### config.mk
export PLATFORM = sky130hd
export DESIGN_NAME = cdod_cordic
export DESIGN_NICKNAME = d
export VERILOG_FILES = /design/src/rtl/core/cdod_pkg.sv /design/src/rtl/core/cdod_cordic.sv
export SDC_FILE = /design/constraint.sdc
export NUM_CORES = 1
export LEC_CHECK = 0
export BUFFER_PORTS_ARGS = -buffer_cell sky130_fd_sc_hd__buf_2
export CAP_MARGIN = 20
export CORE_ASPECT_RATIO = 0.9
export CORE_MARGIN = 2
export CORE_UTILIZATION = 40
export DETAILED_ROUTE_END_ITERATION = 10
export GPL_ROUTABILITY_DRIVEN = 0
export PLACE_DENSITY = 0.57
export SLEW_MARGIN = 25
export SYNTH_ARGS = -nofsm -noshare
export SYNTH_HDL_FRONTEND = slang
export SYNTH_SLANG_ARGS = --single-unit
### constraint.sdc
create_clock -name clk -period 11 [get_ports clk]
set_input_delay 1.65 -clock clk [delete_from_list [all_inputs] [get_ports clk]]
set_output_delay 1.65 -clock clk [all_outputs]
set_load 0.005 [all_outputs]
### src/rtl/core/cdod_pkg.sv
// shared constants, types and the cordic angle table for the onset detector
package cdod_pkg;

  localparam int MAX_BINS   = 1024;
  localparam int POS_W      = $clog2(MAX_BINS);
  localparam int NB_W       = 11;
  localparam int CW         = 36;   // cordic datapath width
  localparam int ZW         = 18;   // cordic angle width
  localparam int SQ_W       = 36;   // square-root operand width
  localparam int RT_W       = 18;   // square-root result width
  localparam int ACC_W      = CW + 17;   // gain multiply accumulator width
  localparam int MAG_W      = 17;
  localparam int PH_W       = 16;
  localparam int SUM_W      = 28;
  localparam int ODF_W      = 18;
  localparam int WORD_W     = MAG_W + 2 * PH_W;
  localparam logic [15:0] GAIN_Q16 = 16'd39797;
  localparam logic [SUM_W-1:0] SUM_MAX = {SUM_W{1'b1}};

  // configuration register indexes
  localparam logic [1:0] REG_NUM_BINS  = 2'd0;
  localparam logic [1:0] REG_RECTIFIED = 2'd1;

  // request to the shared cordic unit
  typedef struct packed {
    logic                 start;
    logic                 rotate;
    logic signed [CW-1:0] x0;
    logic signed [CW-1:0] y0;
    logic signed [ZW-1:0] z0;
  } cordic_req_t;

  // binary angle of atan(2^-i), 65536 per turn
  function automatic logic signed [ZW-1:0] atan_at(input logic [3:0] i);
    logic signed [ZW-1:0] a;
    case (i)
      4'd0:    a = 18'sd8192;
      4'd1:    a = 18'sd4836;
      4'd2:    a = 18'sd2555;
      4'd3:    a = 18'sd1297;
      4'd4:    a = 18'sd651;
      4'd5:    a = 18'sd326;
      4'd6:    a = 18'sd163;
      4'd7:    a = 18'sd81;
      4'd8:    a = 18'sd41;
      4'd9:    a = 18'sd20;
      4'd10:   a = 18'sd10;
      4'd11:   a = 18'sd5;
      4'd12:   a = 18'sd3;
      4'd13:   a = 18'sd1;
      4'd14:   a = 18'sd1;
      default: a = 18'sd0;
    endcase
    return a;
  endfunction

endpackage

### src/rtl/core/cdod_cordic.sv
// iterative cordic, one micro-rotation per cycle, vectoring or rotation mode
module cdod_cordic (
  input  logic                                  clk,
  input  logic                                  rst_n,
  input  cdod_pkg::cordic_req_t                 req,
  output logic                                  done,
  output logic signed [cdod_pkg::CW-1:0]        x,
  output logic signed [cdod_pkg::CW-1:0]        y,
  output logic signed [cdod_pkg::ZW-1:0]        z
);

  logic                           run_r, run_nxt;
  logic                           done_r, done_nxt;
  logic                           rot_r;
  logic [3:0]                     step_r;
  logic signed [cdod_pkg::CW-1:0] x_r, y_r;
  logic signed [cdod_pkg::ZW-1:0] z_r;
  logic signed [cdod_pkg::CW-1:0] xs, ys;
  logic                           up;

  // shifted operands and direction of this step
  always_comb begin
    xs = x_r >>> step_r;
    ys = y_r >>> step_r;
    up = rot_r ? (z_r >= 0) : (y_r < 0);
  end

  // control
  always_comb begin
    run_nxt  = run_r;
    done_nxt = 1'b0;
    if (req.start) begin
      run_nxt = 1'b1;
    end else if (run_r && step_r == 4'd15) begin
      run_nxt  = 1'b0;
      done_nxt = 1'b1;
    end
  end

  always_ff @(posedge clk) begin
    if (!rst_n) begin
      run_r  <= 1'b0;
      done_r <= 1'b0;
    end else begin
      run_r  <= run_nxt;
      done_r <= done_nxt;
    end
  end

  // datapath
  always_ff @(posedge clk) begin
    if (req.start) begin
      x_r    <= req.x0;
      y_r    <= req.y0;
      z_r    <= req.z0;
      rot_r  <= req.rotate;
      step_r <= 4'd0;
    end else if (run_r) begin
      if (up) begin
        x_r <= x_r - ys;
        y_r <= y_r + xs;
        z_r <= z_r - cdod_pkg::atan_at(step_r);
      end else begin
        x_r <= x_r + ys;
        y_r <= y_r - xs;
        z_r <= z_r + cdod_pkg::atan_at(step_r);
      end
      step_r <= step_r + 4'd1;
    end
  end

  assign done = done_r;
  assign x    = x_r;
  assign y    = y_r;
  assign z    = z_r;

endmodule

; Yosys cells after proc, flatten, opt, wreduce, memory -nomap -nowiden
; Memories as Yosys holds them, arrays and structs flattened. A register that Yosys moved wholly into a read port is not among the register bits.
; Cells that the tools add are included.
; Widths: inputs -> output; s select.
[op_classes]
muxes = 23
n_reduce_logical = 4
order_cmp = 2
n_eq_ne = 1
addsub = 7
n_div = 0
n_shift = 2
n_mul = 0
bitwise = 1
[ops]
columns = op, count
row1 = $mux 36, 6
row2 = $mux 18, 9
row3 = $add 36x36->36, 2
row4 = $sshr 36x4->36, 2
row5 = $sub 36x36->36, 2
row6 = $lt 36x1->1 const B, 1
row7 = $add 18x18->18, 1
row8 = $ge 18x1->1 const B, 1
row9 = $sub 18x18->18, 1
row10 = $mux 4, 4
row11 = $add 4x1->4 const B, 1
row12 = $eq 4x4->1 const B, 1
row13 = $mux 1, 4
row14 = $reduce_bool 2->1, 2
row15 = $reduce_or 2->1, 1
row16 = $logic_and 1x1->1, 1
row17 = $not 1->1, 1
[word_totals]
latch_bits = 0
inputBits = 94
ram_bits = 0
output_inout_bits = 91
mem_bits_ro = 448
word_cells = 49
mem_count = 2
ff_bits = 97
[mem_list]
columns = memory, depth, word_bits, rd, rd_clocked_by_memory_dff, write_ports, line
row1 = (no name shown), 16, 14, 1, 1, 0, cdod_pkg.sv:36  ; case (i)
row2 = (no name shown), 16, 14, 1, 1, 0, cdod_pkg.sv:36

; Depth between registers and ports, before layout
[depth]
depth_word = 9
depth_mapped = 29
ltp_nobuf = 23

; Least setup slack after synthesis
; Ideal clock, no wire load.
[synth_path]
path_kind = reg2reg
start = reg step_r[0]
end = reg y_r (netlist bit y[27]), data pin
arrival_ps = 5548
period_less_slack_ps = 5814
required_ps = 10733
stages_incl_launch_ff = 28
setup_time_ps = 267
n_path_buf = 7
slack_ps = 5186
cell_sequence = dfxtp_1 buf_2 buf_2 buf_2 buf_1 buf_1 clkbuf_1 a21oi_1 a21oi_1 ha_1 inv_1 a2111oi_4 and3_1 and2_1 clkbuf_1 a21oi_1 xnor2_1 ha_1 a21o_1 a21o_1 a21oi_1 o211ai_1 a211o_1 or2_2 a21o_1 a21oi_1 xor2_1 o21ai_0
[synth_via]
elab_chain_cells = 5
word_cells_on_any_way = 6
cone_classes = 2 x add/sub / 1 x shift / 3 x mux
[synth_lines]
columns = item, line
row1 = from (decl), cdod_cordic.sv:15  ; logic [3:0] step_r;
row2 = from (signal assigned), cdod_cordic.sv:68  ; step_r <= step_r + 4'd1;
row3 = $sshr 36x4->36 *, cdod_cordic.sv:23  ; xs = x_r >>> step_r;
row4 = $sub 36x36->36 / $add 36x36->36 (equally long branches), "cdod_cordic.sv:65, cdod_cordic.sv:61"
row5 = $mux 36 *, cdod_cordic.sv:59  ; if (up) begin
row6 = $mux 36 *, cdod_cordic.sv:58  ; end else if (run_r) begin
row7 = $mux 36 *, cdod_cordic.sv:52  ; if (req.start) begin
row8 = to (signal assigned), cdod_cordic.sv:54  ; y_r <= req.y0;
row9 = to (signal assigned), cdod_cordic.sv:61  ; y_r <= y_r + xs;
row10 = to (signal assigned), cdod_cordic.sv:65  ; y_r <= y_r - xs;
row11 = to (decl), cdod_cordic.sv:16  ; logic signed [cdod_pkg::CW-1:0] x_r, y_r;
; Every way passes the cells marked *; elsewhere a longest branch is shown, timed or not. The select of a mux whose other input is x is not followed.
; A chain may end at the register's enable or synchronous reset.

; Final worst setup path
[layout_path]
start = reg step_r[1]
end = reg x_r (netlist bit x[34]), data pin
[layout_via]
elab_chain_cells = 5
word_cells_on_any_way = 6
cone_classes = 2 x add/sub / 1 x shift / 3 x mux
[layout_lines]
columns = item, line
row1 = $sshr 36x4->36 *, cdod_cordic.sv:24  ; ys = y_r >>> step_r;
row2 = $add 36x36->36 / $sub 36x36->36 (equally long branches), "cdod_cordic.sv:64, cdod_cordic.sv:60"
row3 = $mux 36 *, cdod_cordic.sv:59
row4 = $mux 36 *, cdod_cordic.sv:58
row5 = $mux 36 *, cdod_cordic.sv:52
row6 = to (signal assigned), cdod_cordic.sv:53  ; x_r <= req.x0;
row7 = to (signal assigned), cdod_cordic.sv:60  ; x_r <= x_r - ys;
row8 = to (signal assigned), cdod_cordic.sv:64  ; x_r <= x_r + ys;
row9 = to (decl), cdod_cordic.sv:16
; Marked as above.

==> results.md <==
* Outcome: completed
* Cell chosen for the clock root: clkbuf_16
* Total Wirelength at a little under 50 mm
* CTS sink cnt at 111
* Port bufs at between 150 and 200
* Fraction of synthesized area in multiplexers at between 10% and 20%
* Worst path arrival time at just under 7 ns
* Antenna Cells at 0
* Ys Warns at 0
* Initial drt markers at 1166
* Post-synthesis register bit count at around 110
* RSZ-0062 raised after global routing: no
* Die Y at roughly 190 um
* Largest net degree at the start of global routing at 75
* TritonCTS clock tree: done
* Post-layout min period at 6.78 ns
* DP Area at approximately 16000 um2
* Setup CP Type: register to register
* Layout Cells excl Fill at approximately 2300
* Post-CTS Setup Inserts at 0
* Final worst-path cycle share at about three fifths
* Post-DR wirelength/cell at ~21 um
* Largest area contributor in the netlist: edfxtp_1
* Global router's overall resource usage at between 20% and 30%
* CTS Hold Bufs at 0
* Area share of and/or/nand/nor cells after synthesis at between 10% and 20%
* CP top delay family: compound AO/OA/AOI/OAI gates
* Crit path cell chain: buf_4 -> mux4_2 -> mux2_2 -> nand2b_1 -> a221oi_1 -> nand4bb_1 -> o211ai_1 -> a21oi_1 -> a221o_1 -> ha_1 -> nand2_1 -> inv_1 -> a221o_1 -> a31oi_1 -> o22ai_1 -> nor4_1 -> o31ai_1 -> o21bai_1 -> xor2_1 -> o21ai_0
* First-pass GRT wire length at about 75 mm
* Worst-Margin Slew at approximately 0.9 ns
* Startpoint Class: register
* Filler cells at 3664
* Cell count after synthesis at ~1700
* CTS HTree Levels at 3
* Initial Utilization at roughly two fifths
* Post-Route Utilization at 44.8%
* Cts bufs inserted at 9
* Most numerous cell in the Yosys netlist: nand2_1
* Rel. slew slack at between 40% and 50%
* Dominant cells by area after synthesis: edfxtp_1 18%, mux4_2 9.3%, ha_1 8.3%, nand2_1 6.9%, o21ai_0 5.5%
* Post-synthesis adder-cell area fraction at 8.69%
* Commonest cells post-synth: 271 x nand2_1, 162 x o21ai_0, 135 x a21oi_1, 118 x nor2_1, 98 x ha_1
* Mean Syn Cell Area at 8.46 um2
* Fmax at about 150 MHz
* Slowest CP cell: dfxtp_4
* EDFF count, synth at slightly above 90
* Dominant combinational cell family by area after synthesis: compound AO/OA/AOI/OAI gates
* CP peak stage delay at between 0.9 and 1 ns
* Critical-path maximum fanout at 64
* Vias at 14000
* Mapped Nets at 1944
* Nature of the critical path endpoint: register
* Clk_lat worst skew at roughly 0.41 ns
* Critical Path RT at between 10 and 15 ns
* GRT overflow at 0
* CP dominant cell by count: a221o_1
* Yosys top cell area share at about 18%
* # nets final at 2056
* Clock slew at the register clock pins of the worst setup and hold paths at approximately 0.09 ns
* Die area at slightly below 40000 um2
* Syn Std Cell Area at between 10000 and 15000 um2
* I/O pin count at 185
* FFs w/ async S/R, synth at 0%
* Post-Place Cells at ~2300
* Die X at approximately 210 um
* Post-route DRC at 0
* Max Slew Vio Count at 0
* Crit path buffers/inverters at 2
* Antenna-violating nets left at 0
* Core box area at between 30000 and 40000 um2
* Setup TNS at 0 ns
* Initial DRT Pass Iterations at 5
* DR vias/cell at between 5 and 6
* Vias in the first global route at around 13000
* Max_cap viols at 0
* Seq/Total Area, Yosys at a little over a fifth
* Compound-cell area share of the yosys netlist at ~22%
* Setup Viol. Count Final at 0
* Placement row count at 66
* HP Class: register to register
* Top FF cell, synth: edfxtp_1
* Worst Skew at between 0.01 and 0.015 ns
* CTS resizes at 0
* Area grow syn2layout at 9.87%
* CTS max path bufs at 2
* Final Hold Vio Count at 0
* Final Cell Area at roughly 16000 um2
* Antenna violations before repair at 1
* Layout cell share with drive strength beyond 1 at a little under a fifth
* DP HPWL at 36.7 mm
* Synth unique cells at 78
* Post-synthesis xor/xnor area fraction at under 10%
-- through the flow --
stage / setup slack (ns) / hold slack [ns]
2_1_floorplan: 5.19 / 0.616
3_3_place_gp: 4.37 / 0.588
3_5_place_dp: 4.20 / 0.583
4_1_cts: 4.17 / 0.595
5_1_grt: 3.67 / 0.666
6_report: 4.22 / 0.598
-- placed cells by master (no fill, tap or decap), drive strengths merged, types with 40 or more instances in the layout --
cell type and count:
nand2 271, buf 196, o21ai 165, a21oi 135
nor2 118, ha 98, edfxtp 91, xnor2 86
mux4 70, xor2 64, mux2i 50, inv 49
mux2 45, a21o 40
-- per-layer routing --
layer / vias up / GRT usage, % / wire length [um] / part of all wire (%)
li1: 6722 / - / - / -
met1: 6698 / 34.9 / 21900 / 46
met2: 521 / 38.1 / 21000 / 44
met3: 95 / 4.33 / 3460 / 7.2
met4: 0 / 9.55 / 1610 / 3.4
met5: - / 0 / 0 / 0
-- worst min-delay path, stage by stage, from the launching register on --
cell     delay, ns
dfxtp_1       0.38
nand2_1       0.12
nor4_1        0.06
-- cell type report --
cell class | count | area (um2) | area share, %
tap | 476 | 596 | 3.66
clock buffer | 9 | 225 | 1.38
inverter | 48 | 180 | 1.11
clock inverter | 7 | 81.3 | 0.500
multi-input combinational | 1495 | 11000 | 67.8
timing repair buffer | 196 | 1020 | 6.25
sequential | 111 | 3150 | 19.3
-- path summary, 6_finish.rpt --
path	end	from	slack (ns)	depth (start not counted)
min	done	run_r	0.60	2
max reg2reg	x[34]	step_r[1]	4.22	20
max	x[34]	step_r[1]	4.22	20
min reg2reg	done	run_r	0.60	2
-- kinds of logic after synthesis --
| kind of cell | after synthesis |
|---|---|
| AOI/OAI and AO/OA | 512 |
| xor gates and xnor gates | 150 |
| adders and majority gates | 101 |
| buffers and inverters | 143 |
| DFF | 111 |
| muxes | 165 |
| and+or+nand+nor | 567 |
Power is left out: the tool's default activity adds up to more than one toggle a clock period on the data nets, which glitch-free logic cannot reach.
