--- config.mk ---
export PLATFORM = sky130hd
export DESIGN_NAME = cdod_isqrt
export DESIGN_NICKNAME = d
export VERILOG_FILES = /design/src/rtl/core/cdod_pkg.sv /design/src/rtl/core/cdod_isqrt.sv
export SDC_FILE = /design/constraint.sdc
export NUM_CORES = 1
export LEC_CHECK = 0
export ABC_AREA = 1
export BUFFER_PORTS_ARGS = -buffer_cell sky130_fd_sc_hd__buf_2
export CORE_MARGIN = 8
export CORE_UTILIZATION = 60
export CTS_BUF_LIST = sky130_fd_sc_hd__clkbuf_8
export DETAILED_ROUTE_END_ITERATION = 6
export PLACE_DENSITY = 0.82
export RECOVER_POWER = 50
export SYNTH_ARGS = -nofsm -noshare
export SYNTH_HDL_FRONTEND = slang
export SYNTH_SLANG_ARGS = --single-unit
--- constraint.sdc ---
create_clock -name clk -period 3 [get_ports clk]
set_input_delay 0.3 -clock clk [delete_from_list [all_inputs] [get_ports clk]]
set_output_delay 0.3 -clock clk [all_outputs]
set_load 0.01 [all_outputs]
--- src/rtl/core/cdod_pkg.sv ---
// shared constants, types and the cordic angle table for the onset detector
package cdod_pkg;

  localparam int MAX_BINS   = 1024;
  localparam int POS_W      = $clog2(MAX_BINS);
  localparam int NB_W       = 11;
  localparam int CW         = 36;   // cordic datapath width
  localparam int ZW         = 18;   // cordic angle width
  localparam int SQ_W       = 36;   // square-root operand width
  localparam int RT_W       = 18;   // square-root result width
  localparam int ACC_W      = CW + 17;   // gain multiply accumulator width
  localparam int MAG_W      = 17;
  localparam int PH_W       = 16;
  localparam int SUM_W      = 28;
  localparam int ODF_W      = 18;
  localparam int WORD_W     = MAG_W + 2 * PH_W;
  localparam logic [15:0] GAIN_Q16 = 16'd39797;
  localparam logic [SUM_W-1:0] SUM_MAX = {SUM_W{1'b1}};

  // configuration register indexes
  localparam logic [1:0] REG_NUM_BINS  = 2'd0;
  localparam logic [1:0] REG_RECTIFIED = 2'd1;

  // request to the shared cordic unit
  typedef struct packed {
    logic                 start;
    logic                 rotate;
    logic signed [CW-1:0] x0;
    logic signed [CW-1:0] y0;
    logic signed [ZW-1:0] z0;
  } cordic_req_t;

  // binary angle of atan(2^-i), 65536 per turn
  function automatic logic signed [ZW-1:0] atan_at(input logic [3:0] i);
    logic signed [ZW-1:0] a;
    case (i)
      4'd0:    a = 18'sd8192;
      4'd1:    a = 18'sd4836;
      4'd2:    a = 18'sd2555;
      4'd3:    a = 18'sd1297;
      4'd4:    a = 18'sd651;
      4'd5:    a = 18'sd326;
      4'd6:    a = 18'sd163;
      4'd7:    a = 18'sd81;
      4'd8:    a = 18'sd41;
      4'd9:    a = 18'sd20;
      4'd10:   a = 18'sd10;
      4'd11:   a = 18'sd5;
      4'd12:   a = 18'sd3;
      4'd13:   a = 18'sd1;
      4'd14:   a = 18'sd1;
      default: a = 18'sd0;
    endcase
    return a;
  endfunction

endpackage

--- src/rtl/core/cdod_isqrt.sv ---
// iterative floor square root, one result bit per cycle
module cdod_isqrt (
  input  logic                            clk,
  input  logic                            rst_n,
  input  logic                            start,
  input  logic [cdod_pkg::SQ_W-1:0]       value,
  output logic                            done,
  output logic [cdod_pkg::RT_W-1:0]       root
);

  logic                          run_r, done_r;
  logic [4:0]                    cnt_r;
  logic [cdod_pkg::SQ_W-1:0]     val_r;
  logic [cdod_pkg::RT_W:0]       rem_r;
  logic [cdod_pkg::RT_W-1:0]     root_r;
  logic [cdod_pkg::RT_W+2:0]     rem_sh, trial;

  // trial subtraction for this bit
  always_comb begin
    rem_sh = {rem_r, val_r[cdod_pkg::SQ_W-1 -: 2]};
    trial  = {1'b0, root_r, 2'b01};
  end

  always_ff @(posedge clk) begin
    if (!rst_n) begin
      run_r  <= 1'b0;
      done_r <= 1'b0;
    end else begin
      done_r <= run_r && cnt_r == 5'(cdod_pkg::RT_W - 1);
      if (start) begin
        run_r <= 1'b1;
      end else if (run_r && cnt_r == 5'(cdod_pkg::RT_W - 1)) begin
        run_r <= 1'b0;
      end
    end
  end

  always_ff @(posedge clk) begin
    if (start) begin
      val_r  <= value;
      rem_r  <= '0;
      root_r <= '0;
      cnt_r  <= '0;
    end else if (run_r) begin
      val_r <= {val_r[cdod_pkg::SQ_W-3:0], 2'b00};
      if (rem_sh >= trial) begin
        rem_r  <= (cdod_pkg::RT_W + 1)'(rem_sh - trial);
        root_r <= {root_r[cdod_pkg::RT_W-2:0], 1'b1};
      end else begin
        rem_r  <= (cdod_pkg::RT_W + 1)'(rem_sh);
        root_r <= {root_r[cdod_pkg::RT_W-2:0], 1'b0};
      end
      cnt_r <= cnt_r + 5'd1;
    end
  end

  assign done = done_r;
  assign root = root_r;

endmodule

# Yosys cells after proc, flatten, opt, wreduce, memory -nomap -nowiden
# Cells that the tools add are included.
[totals]
register_bits = 80
output_inout_bits = 19
elab_cells = 19
inputBits = 39
[op_classes]
reduce_logical = 3
add_sub_neg = 2
n_eq_ne = 1
order_cmp = 1
muxes = 6
[ops]
columns = ["op", "n"]
rows = [
  ["two-way mux 36 bit", 2],
  ["greater-or-equal comparator 21 x 20 -> 1 bit", 1],
  ["two-way mux 19 bit", 1],
  ["subtractor 19 bit", 1],
  ["adder 5 x 1 -> 5 bit, second input constant", 1],
  ["equality test 5 bit, second input constant", 1],
  ["nonzero test 2 bit", 2],
  ["two-way mux 1 bit", 3],
  ["logical AND 1 bit", 1],
]

# Logic depth before layout (Yosys ltp)
# Gate-level depths: netlist of run 1.
[depth]
word_depth = 4
depth_mapped = 15
depth_no_buf = 15

# Worst setup path after synthesis of run 1
# OpenSTA, ideal clock, no wires.
[synth_timing]
path_kind = "input to register"
from = "in start"
to = "reg val_r[0] (netlist name) (enable)"
n_path_buf = 2
path_slack_ps = 654
cell_stages = 4
required_ps = 2585
setup_time_ps = 415
arrival_ps = 1931
path_cell_list = "clkbuf_1 nor2_1 inv_1 clkbuf_1"
[synth_via]
elab_chain_cells = 1
[synth_rtl]
columns = ["element", "line_no", "text"]
rows = [
  ["from (decl)", "cdod_isqrt.sv:5", "input logic start,"],
  ["nonzero test 2 bit (no line)", "-", ""],
  ["to (signal assigned)", "cdod_isqrt.sv:40", "val_r <= value;"],
  ["to (signal assigned)", "cdod_isqrt.sv:45", "val_r <= {val_r[cdod_pkg::SQ_W-3:0], 2'b00};"],
  ["to (decl)", "cdod_isqrt.sv:13", "logic [cdod_pkg::SQ_W-1:0] val_r;"],
]
# No other way between the ends.
# A chain may end at the register's enable or synchronous reset.

# Final worst setup path of run 1
[layout_timing]
from = "reg run_r"
to = "reg val_r[15] (netlist name) (enable)"
[layout_via]
elab_chain_cells = 1
[layout_rtl]
columns = ["element", "line_no", "text"]
rows = [
  ["from (decl)", "cdod_isqrt.sv:11", "logic run_r, done_r;"],
  ["from (signal assigned)", "cdod_isqrt.sv:26", "run_r <= 1'b0;"],
  ["from (signal assigned)", "cdod_isqrt.sv:31", "run_r <= 1'b1;"],
  ["from (signal assigned)", "cdod_isqrt.sv:33", "run_r <= 1'b0;"],
  ["nonzero test 2 bit (no line)", "-", ""],
]
# No other way between the ends.

==> reports/summary.md, run 1 <==
The run finished with clean final reports. Area of the core region: 7210 um^2. TritonCTS built the clock tree. The number of hold violations in the final report was 0. Clock tree root buffer cell: clkbuf_8.

The total congestion overflow after global routing is 0, and the xor/xnor cell area share of the yosys netlist is 1.37%. Summing over every cut layer, the via total after detailed routing is 3920. The run gives 0 as the number of nets still failing antenna checks after routing.

The post-synthesis adder-cell area fraction works out to 6.17%. Routability-driven placement finished with a final weighted congestion of 0.908. After layout, the worst path uses 83.8% of the clock period. The critical path is of the flop to flop type.

The slew at the pin closest to its max-slew limit is 1.39 ns, and the mux share of post-synthesis cell area is 0%. The number of violations reported at the end of detailed-routing iteration 0 is 192, and the cell area power density is 1120 nW/um^2. The proportion of power drawn by the clock network came out at 15.6%.

STA classifies the critical path endpoint as a flop. The worst setup path is launched from a flop. For the number of distinct standard cells referenced by the synthesized netlist, the log shows 36.

The post-CTS resize count was 0; the maximum fanout along the worst path was 30. The clock skew was 0.00928 ns. The average instance in the mapped netlist occupies 7.38 um^2.

The share of total power in combinational logic was 59.1%; the area share of the largest cell type after synthesis was 24.2%. Switching share of power: 48.5%. The worst IR drop on VDD was 708 uV; the warning count from the yosys run was 0.

The critical path runs through a total of 4 cells. Summing all multi-input logic gate instances after layout gives 2120 um^2. The number of buffers and inverters on the critical path is 3. Among all flip-flop cells after synthesis, the most frequent one is dfxtp_1.

Row generation in the floorplan step produced 31 rows. Cell internal power was estimated by the tool at 2.90 mW. After detailed routing, the average wire length per cell comes to 13.5 um.

Global routing used 21.3% of the available tracks across all layers. Once placement completed, the tool counted placed cells totaling 746. The logs give 639 for the number of fill cells in the layout and 4820 um^2 for the cell area reported after detailed placement.

The number of nets in the layout was 719. The number of sinks driven by the clock tree was 80. The post-cts hold buffer count was 0.

The worst register-to-register path begins at run_r. The overall die area was 10400 um^2; the number of top-level pins was 58. The initial antenna violation count was 0. Setup total negative slack on the finished layout was measured at 0 ns. Yosys attributes the largest share of cell area to edfxtp_1 (24%), nand2_1 (20%), dfxtp_1 (20%). Counting cells, the worst reg-to-reg path comes to 4.

The analysis attributes to net switching a power of 2.73 mW. Total inserted antenna cells: 0. The number of port buffers is 57. In this run the static leakage power is 2.51 nW. The wire-length estimate of the detail-placed layout is 7780 um.

STA puts the critical path data required time at 3.10 ns. The number of max-cap violations was 0. The tools report the finished layout cell area as 5010 um^2. The tools report the start point of the critical path as run_r.

By area, the combinational part of the netlist is dominated by simple AND/OR/NAND/NOR gates. For this run, the number of standard cells in the final layout without fillers is 762. The gate count of the mapped netlist was 604; the async set-or-reset flop fraction in the synthesized netlist was 0%. The first detailed-routing pass took 4 iterations.

The sequential cells in the finished layout cover a total of 1960 um^2. After synthesis the netlist holds a flip-flop and latch count of 80. From synthesis to final layout, the design area changed by 12.2%.

Setup repair after global routing left no endpoint under its margin. The total clock buffers created by CTS is 9, and the initial core utilization is 61.8%. The minimum clock period was 2.52 ns. The worst register-to-register path has a setup slack of 0.48 ns. Of all cell types, the one taking the most synthesized area is edfxtp_1.

The run gives 0 as the final max-slew violation count. Final routed wirelength across all metal layers: 10300 um. Total standard cell area after synthesis: 4460 um^2. In the routed design, unresolved DRC markers number 0. On the critical path the largest part of the delay comes from buffers and inverters. For the part of the total power dissipated in sequential elements, the log shows 25.3%. The signal on the critical path passes through buf_4 > nor2_1 > inv_1 > buf_12. The fraction of the mapped netlist area in compound gates was 8.13%.

Summing the areas of all and, or, nand and nor instances in the mapped netlist gives 31.8% of the synthesized area. Setup violations remaining at the end of the flow were counted as 0. After clock tree synthesis, the setup repair step added 0 buffers.

Entering global routing, the biggest net connects 46 pins. The die is 102 um tall. Clock-pin slew was measured on the worst setup and hold paths at 0.09 ns.

The tools report the critical path endpoint as val_r[15]. In this run the critical register-to-register path is captured at val_r[15]. The via count of the first global-routing pass is 3840. Derived from the worst setup path, the maximum achievable clock frequency is 398 MHz.

For the global-route wire length before repair, the log shows 17400 um. The latest clock arrival within the worst-skew pair is 0.35 ns. The via count normalized by instance count was 5.14. The post-synth net total came out at 665. The largest individual stage delay along the critical path comes from the cell inv_1. Overall power consumption after layout is estimated at 5.62 mW. Headroom to the max-slew limit came out at 7.53%. The number of synthesized flops with an enable pin works out to 36.

For this run, the register share of the synthesized area comes to 44.0%. The path class of the tightest hold or removal check is input port to flop. The die is 102 um wide.

Counting along the longest clock path gives a buffer depth of 2. For the H-tree depth, the log shows 3. In this design, the stage delay of the slowest critical-path cell is 0.69 ns.

In the final layout, the share of cells above drive strength 1 is 10.9%. Final hold slack: 0.187 ns. For the worst setup path, the data arrival time is 2.62 ns.
[worst register-to-register path, cell delays in order, from the launching register on]
cell and delay (ns):
dfxtp_1 0.30, buf_4 0.18, nor2_1 0.68, inv_1 0.69
buf_12 0.40
[logic make-up after synthesis]
group | after synthesis
AOI/OAI and AO/OA | 64
buffers and inverters | 94
adders and majority gates | 22
DFF | 80
xor gates and xnor gates | 7
and+or+nand+nor | 337
[metal layers]
| layer | GRT usage [%] | share of wire, % |
|---|---|---|
| met5 | 0 | 0 |
| met4 | 10.0 | 2.7 |
| met3 | 4.77 | 4.5 |
| met2 | 34.7 | 48 |
| met1 | 26.0 | 45 |
[cells in the mapped netlist, types with 2 or more instances]
library cell and number:
nand2_1 238, inv_1 74, dfxtp_1 44, nor2_1 42, edfxtp_1 36, nand3_1 24, ha_1 22, a21oi_1 21
o22ai_1 18, clkbuf_1 11, o21ai_0 10, nand4_1 9, o21ai_1 7, nand2_2 6, xnor2_1 6, nand3b_1 4
nor3_1 3, o211ai_1 3, a21oi_2 2, a31oi_1 2, buf_2 2, buf_4 2, inv_2 2, nand3_2 2
nor3_2 2, or2_1 2
[placed cells by master, fill, tap and decap left out, drive strengths merged]
master | netlist | routed
nor4 | 1 | 1
clkinv | 0 | 1
o21ai | 17 | 17
nor2 | 43 | 43
clkinvlp | 0 | 1
inv | 76 | 79
a31oi | 2 | 2
nor3 | 5 | 5
bufinv | 0 | 2
clkbuf | 11 | 30
ha | 22 | 22
edfxtp | 36 | 36
o22ai | 18 | 18
nand3 | 26 | 26
xor2 | 1 | 1
nand3b | 4 | 4
o211ai | 3 | 3
nand4 | 9 | 9
a21oi | 23 | 23
or2 | 3 | 3
buf | 7 | 40
dfxtp | 44 | 44
nand2 | 246 | 246
o21bai | 1 | 1
xnor2 | 6 | 6
[state kept, by name (all words and copies together) (netlist names)]
register and count:
run_r 1, rem_r 19, val_r 36, cnt_r 5
root 18, done 1
[power groups by stage]
| stage | Clock (mW) | Sequential (mW) | Combinational, mW |
|---|---|---|---|
| 2_1_floorplan | 0 | 1.41 | 2.74 |
| 3_3_place_gp | 0 | 1.44 | 3.22 |
| 3_5_place_dp | 0 | 1.45 | 3.27 |
| 4_1_cts | 0.894 | 1.42 | 3.29 |
| 5_1_grt | 0.941 | 1.44 | 3.76 |
| 6_report | 0.877 | 1.42 | 3.32 |
[per-stage QoR]
step | util (%) | worst slack, ns
2_1_floorplan | - | 0.654
3_3_place_gp | 66.8 | 0.843
3_5_place_dp | 66.8 | 0.820
4_1_cts | 69.8 | 0.792
5_1_grt | 69.4 | 0.341
6_report | 69.4 | 0.485
[area by class of cell]
| cell class | instances | share of cell area [%] |
|---|---|---|
| flip-flops and latches | 80 | 39.2 |
| multi-input cells | 430 | 42.3 |
| clock buffers | 9 | 2.47 |
| repair buffers | 61 | 5.97 |
| inverters | 76 | 5.70 |
| clock inverters | 7 | 1.90 |
| well taps | 99 | 2.47 |
[worst min path at each step]
stage / start / to / slack [ns] / cells after the start
after floorplan: cnt_r[4] / cnt_r[4] / 0.42 / 1
after global placement: cnt_r[4] / cnt_r[4] / 0.44 / 1
after detailed placement: cnt_r[4] / cnt_r[4] / 0.44 / 1
after CTS: rst_n / done / 0.17 / 3
after global routing: rst_n / done / 0.17 / 3
final: rst_n / done / 0.19 / 3
No activity file was read; power rests on OpenSTA's default activity.
==> inputs of run 2 (changes only) <==
- ABC_AREA: 1 -> 0
- clock period: 3 -> 2.5 ns (I/O delays scaled with it)
==> run 2 against run 1 <==
Register-to-register slack got worse by 0.45 ns. Fmax is 2.0% higher. Routed wire length increased by 5.8%. First-iteration DRC count is 24% higher. Die area about the same. Hold slack worse by 0.066 ns. Synthesized cell count is 29% lower. Cell count decreased by 19%. Clock power increased by 30%. Area after synthesis about the same. Global-route usage about the same.
==> reports/summary.md, run 2 <==
The relative max-transition margin was 34.9% (was 7.53%). The number of nets in the layout was 576 (was 719); the largest net degree at the start of global routing was 77 (was 46). The most common cell after layout, fill and taps aside was nor2_1 (was nand2_1). The arrival time at the worst endpoint came out at 2.72 ns (was 2.62 ns). The run finished with clean final reports. The tools report the total met3 wirelength after detailed routing as 645 um (was 461 um). The weighted congestion at the end of routability-driven global placement came out at 0.974 (was 0.908). The start point of the critical path was root[16] (was run_r).

Classification of the worst-slack hold path: input port to flop (unchanged). The area share of the largest cell type after synthesis was 24.2% (about the same). The type of element capturing the critical path was a flop (unchanged). The number of violations reported at the end of detailed-routing iteration 0 was 238 (was 192); the post-synth net total was 492 (was 665).

The number of register bits inferred by synthesis was 80 (unchanged). Final cell utilization of the core: 74.8% (was 69.4%). The number of hold violations in the final report was 0 (unchanged); the minimum clock period was 2.47 ns (was 2.52 ns). Leading post-synthesis cells by instance count: nor2_1 (51), dfxtp_1 (44), edfxtp_1 (36) (was nand2_1 (238), inv_1 (74), dfxtp_1 (44)). The layout overhead on the synthesized area was 21.0% (was 12.2%); the total iterations of the first detailed-routing run was 5 (was 4). The via count normalized by instance count came out at 5.83 (was 5.14).

The overall die area was 10400 um^2 (about the same). TritonCTS built the clock tree. The run gives 80 (unchanged) as the number of sinks driven by the clock tree. The logs give 431 (was 604) for the gate count of the mapped netlist and 2390 um^2 (was 2120 um^2) for the area of the multi-input gates. The cell accounting for the most synthesized area is edfxtp_1 (unchanged). Number of nets still failing antenna checks after routing: 0 (unchanged).

The total standard cell area after synthesis is 4460 um^2 (about the same), and the warning count from the yosys run is 0 (unchanged). The critical path startpoint category was a flop (unchanged). The clock-pin transition on the worst setup and hold timing paths is 0.09 ns (about the same). The die span in x was 102 um (about the same). The remaining design rule violation count is 0 (unchanged). Total inserted antenna cells: 0 (unchanged). The number of port buffers was 57 (unchanged); the overall power of the completed layout was 6.24 mW (was 5.62 mW). The final routed wirelength across all metal layers was 10900 um (was 10300 um); the detailed-routing wirelength on met1 was 4240 um (was 4660 um).

The share of synthesized area occupied by flip-flops and latches was 44.0% (about the same); the overall fraction of global-route tracks in use was 21.3% (about the same). The number of fill cells in the layout was 551 (was 639); the number of flip-flops under the largest register name was 36 (unchanged). Largest register by flop count: val_r (unchanged).

Number of distinct standard cells referenced by the synthesized netlist: 63 (was 36). The cell area power density was 1160 nW/um^2 (was 1120 nW/um^2); the async set-or-reset flop fraction in the synthesized netlist was 0% (unchanged). The initial core utilization was 61.8% (about the same). The run gives 2 (unchanged) as the maximum buffer depth of the clock tree. The tools report the latest clock arrival within the worst-skew pair as 0.37 ns (was 0.35 ns). Final setup violation count: 0 (unchanged). The tools report the clock tree root buffer cell as clkbuf_8 (unchanged). The clock skew was 0.0117 ns (was 0.00928 ns); the average instance area after synthesis was 10.3 um^2 (was 7.38 um^2).

The run gives 7210 um^2 (unchanged) as the area of the core region. The logs give 3 (unchanged) for the H-tree depth and 5690 um (was 4890 um) for the wire length on met2. The via count of the first global-routing pass was 3686 (was 3840); the total number of placement rows was 31 (unchanged).

The maximum fanout along the worst path is 13 (was 30). The register-to-register path setup slack is 0.03 ns (was 0.48 ns), and the number of synthesized flops with an enable pin is 36 (unchanged). The run gives 0 (unchanged) as the number of max-cap violations. The logs give -0.00835 ns (was 0.820 ns) for the worst setup timing slack at the placement stage and 0.121 ns (was 0.187 ns) for the final hold slack. The setup TNS was 0 ns (unchanged); the required arrival time at the worst endpoint was 2.75 ns (was 3.10 ns). For the post-cts hold buffer count, the log shows 0 (unchanged). The slew at the pin closest to its max-slew limit came out at 0.977 ns (was 1.39 ns). The uppermost layer routed was met4 (unchanged). The fraction of layout cells with a size suffix above 1 is 31.2% (was 10.9%), and the total congestion overflow after global routing is 0 (unchanged).

The critical path endpoint is rem_r[9] (was val_r[15]). The kind of critical path is flop to flop (unchanged). The global-route wire length before repair came out at 17300 um (was 17400 um). The endpoint of the lowest-slack register-to-register path is rem_r[9] (was val_r[15]). The maximum frequency from static timing analysis was 405 MHz (was 398 MHz); the number of top-level pins was 58 (unchanged). The routed via count came out at 3607 (was 3920).

The tools report the final max-slew violation count as 0 (unchanged). Worst IR drop on VDD: 850 uV (was 708 uV). For the total clock buffers created by CTS, the log shows 9 (unchanged). The initial antenna violation count came out at 0 (unchanged). The overall die height was 102 um (about the same).

The final period utilization came out at 98.7% (was 83.8%). Dominant cells by area after synthesis: edfxtp_1 (24%), dfxtp_1 (20%), mux2_2 (8.6%) (was edfxtp_1 (24%), nand2_1 (20%), dfxtp_1 (20%)). The tools report the startpoint of the worst register-to-register path as root[16] (was run_r).

The register cell area after layout is 1970 um^2 (was 1960 um^2), and the standby leakage power is 2.14 nW (was 2.51 nW). The average wire per standard cell works out to 17.6 um (was 13.5 um). The tools report the smallest setup slack after layout as 0.0329 ns (was 0.485 ns). The commonest register cell after synthesis is dfxtp_1 (unchanged).

The leading cell type by number of instances after synthesis is nor2_1 (was nand2_1). The path depth of the worst reg2reg path was 8 (was 4); the HPWL reported at the end of detailed placement was 7470 um (was 7780 um). Highest-count cells in the layout ignoring fill and taps: nor2_1 (51), buf_2 (42), dfxtp_1 (39), edfxtp_1 (36) (was nand2_1 (238), inv_1 (75), dfxtp_1 (44), nor2_1 (42), buf_2 (37)).
## run 2: cell count changes after synthesis, sizes merged, moves of 6 or more
cell    previous run  this run
xor2               1         7
buf                7        14
inv               76        26
a21oi             23        14
mux2i              0        18
a311oi             0        11
o22ai             18         0
nand2            246        16
mux2               0        34
nor2              43        52
a21o               0         8
nand3             26        15
and2               0         6
## run 2: routing by layer
layer	vias up	global-route usage (%)
li1	1748	-
met1	1686	23.9
met2	142	38.0
met3	31	5.99
met4	0	6.66
met5	-	0
## run 2: worst min path at each step
stage,startpoint,end,slack (ns),cells after the start
after floorplan,rst_n,done,0.37,2
after global placement,rst_n,run_r,0.49,2
after detailed placement,rst_n,run_r,0.48,2
after CTS,rst_n,done,0.11,3
after global routing,rst_n,done,0.13,3
final,rst_n,done,0.12,3
## run 2: area by class of cell
class	count	share of cell area, %
inverter	26	1.81
timing repair buffer	96	10.8
tap	99	2.30
multi-input combinational	302	44.3
clock inverter	7	2.02
sequential	80	36.5
clock buffer	9	2.30
## run 2: cell families (layout without fill, tap and decap cells)
family          count (synthesis)  after routing  synth area share, %
simple gates                  119            119                 13.4
compound gates                 91             91                 15.7
flops                          80             80                 44.0
fa+ha+maj                      22             22                 6.17
xor+xnor                       18             18                 3.54
mux                            52             52                 12.6
buf+inv                        49            138                 4.60
## run 2: repair_timing
item,4_1_cts,5_1_grt
endpoints found under the setup margin,7,20
setup buffers,1,4
pin swaps,0,5
resized for setup,2,21
hold endpoints to repair,0,0
## run 2: critical path: stages, from the launching register on
cell	delay [ns]
dfxtp_1	0.38
inv_1	0.06
ha_1	0.38
a21o_1	0.22
a211oi_1	0.43
and2_4	0.30
buf_12	0.15
nand3_1	0.09
a311oi_1	0.35
## run 2: per-stage QoR
step,cell area (um^2),cells
2_1_floorplan,4460,431
3_3_place_gp,5040,598
6_report,5400,619
3_5_place_dp,5040,598
4_1_cts,5300,615
5_1_grt,5400,619
## run 2: power by group
part           switching (mW)  total [mW]  internal, mW
sequential              0.136        1.68          1.55
clock                   0.553        1.14         0.586
combinational            1.87        3.42          1.55
total                    2.56        6.24          3.68
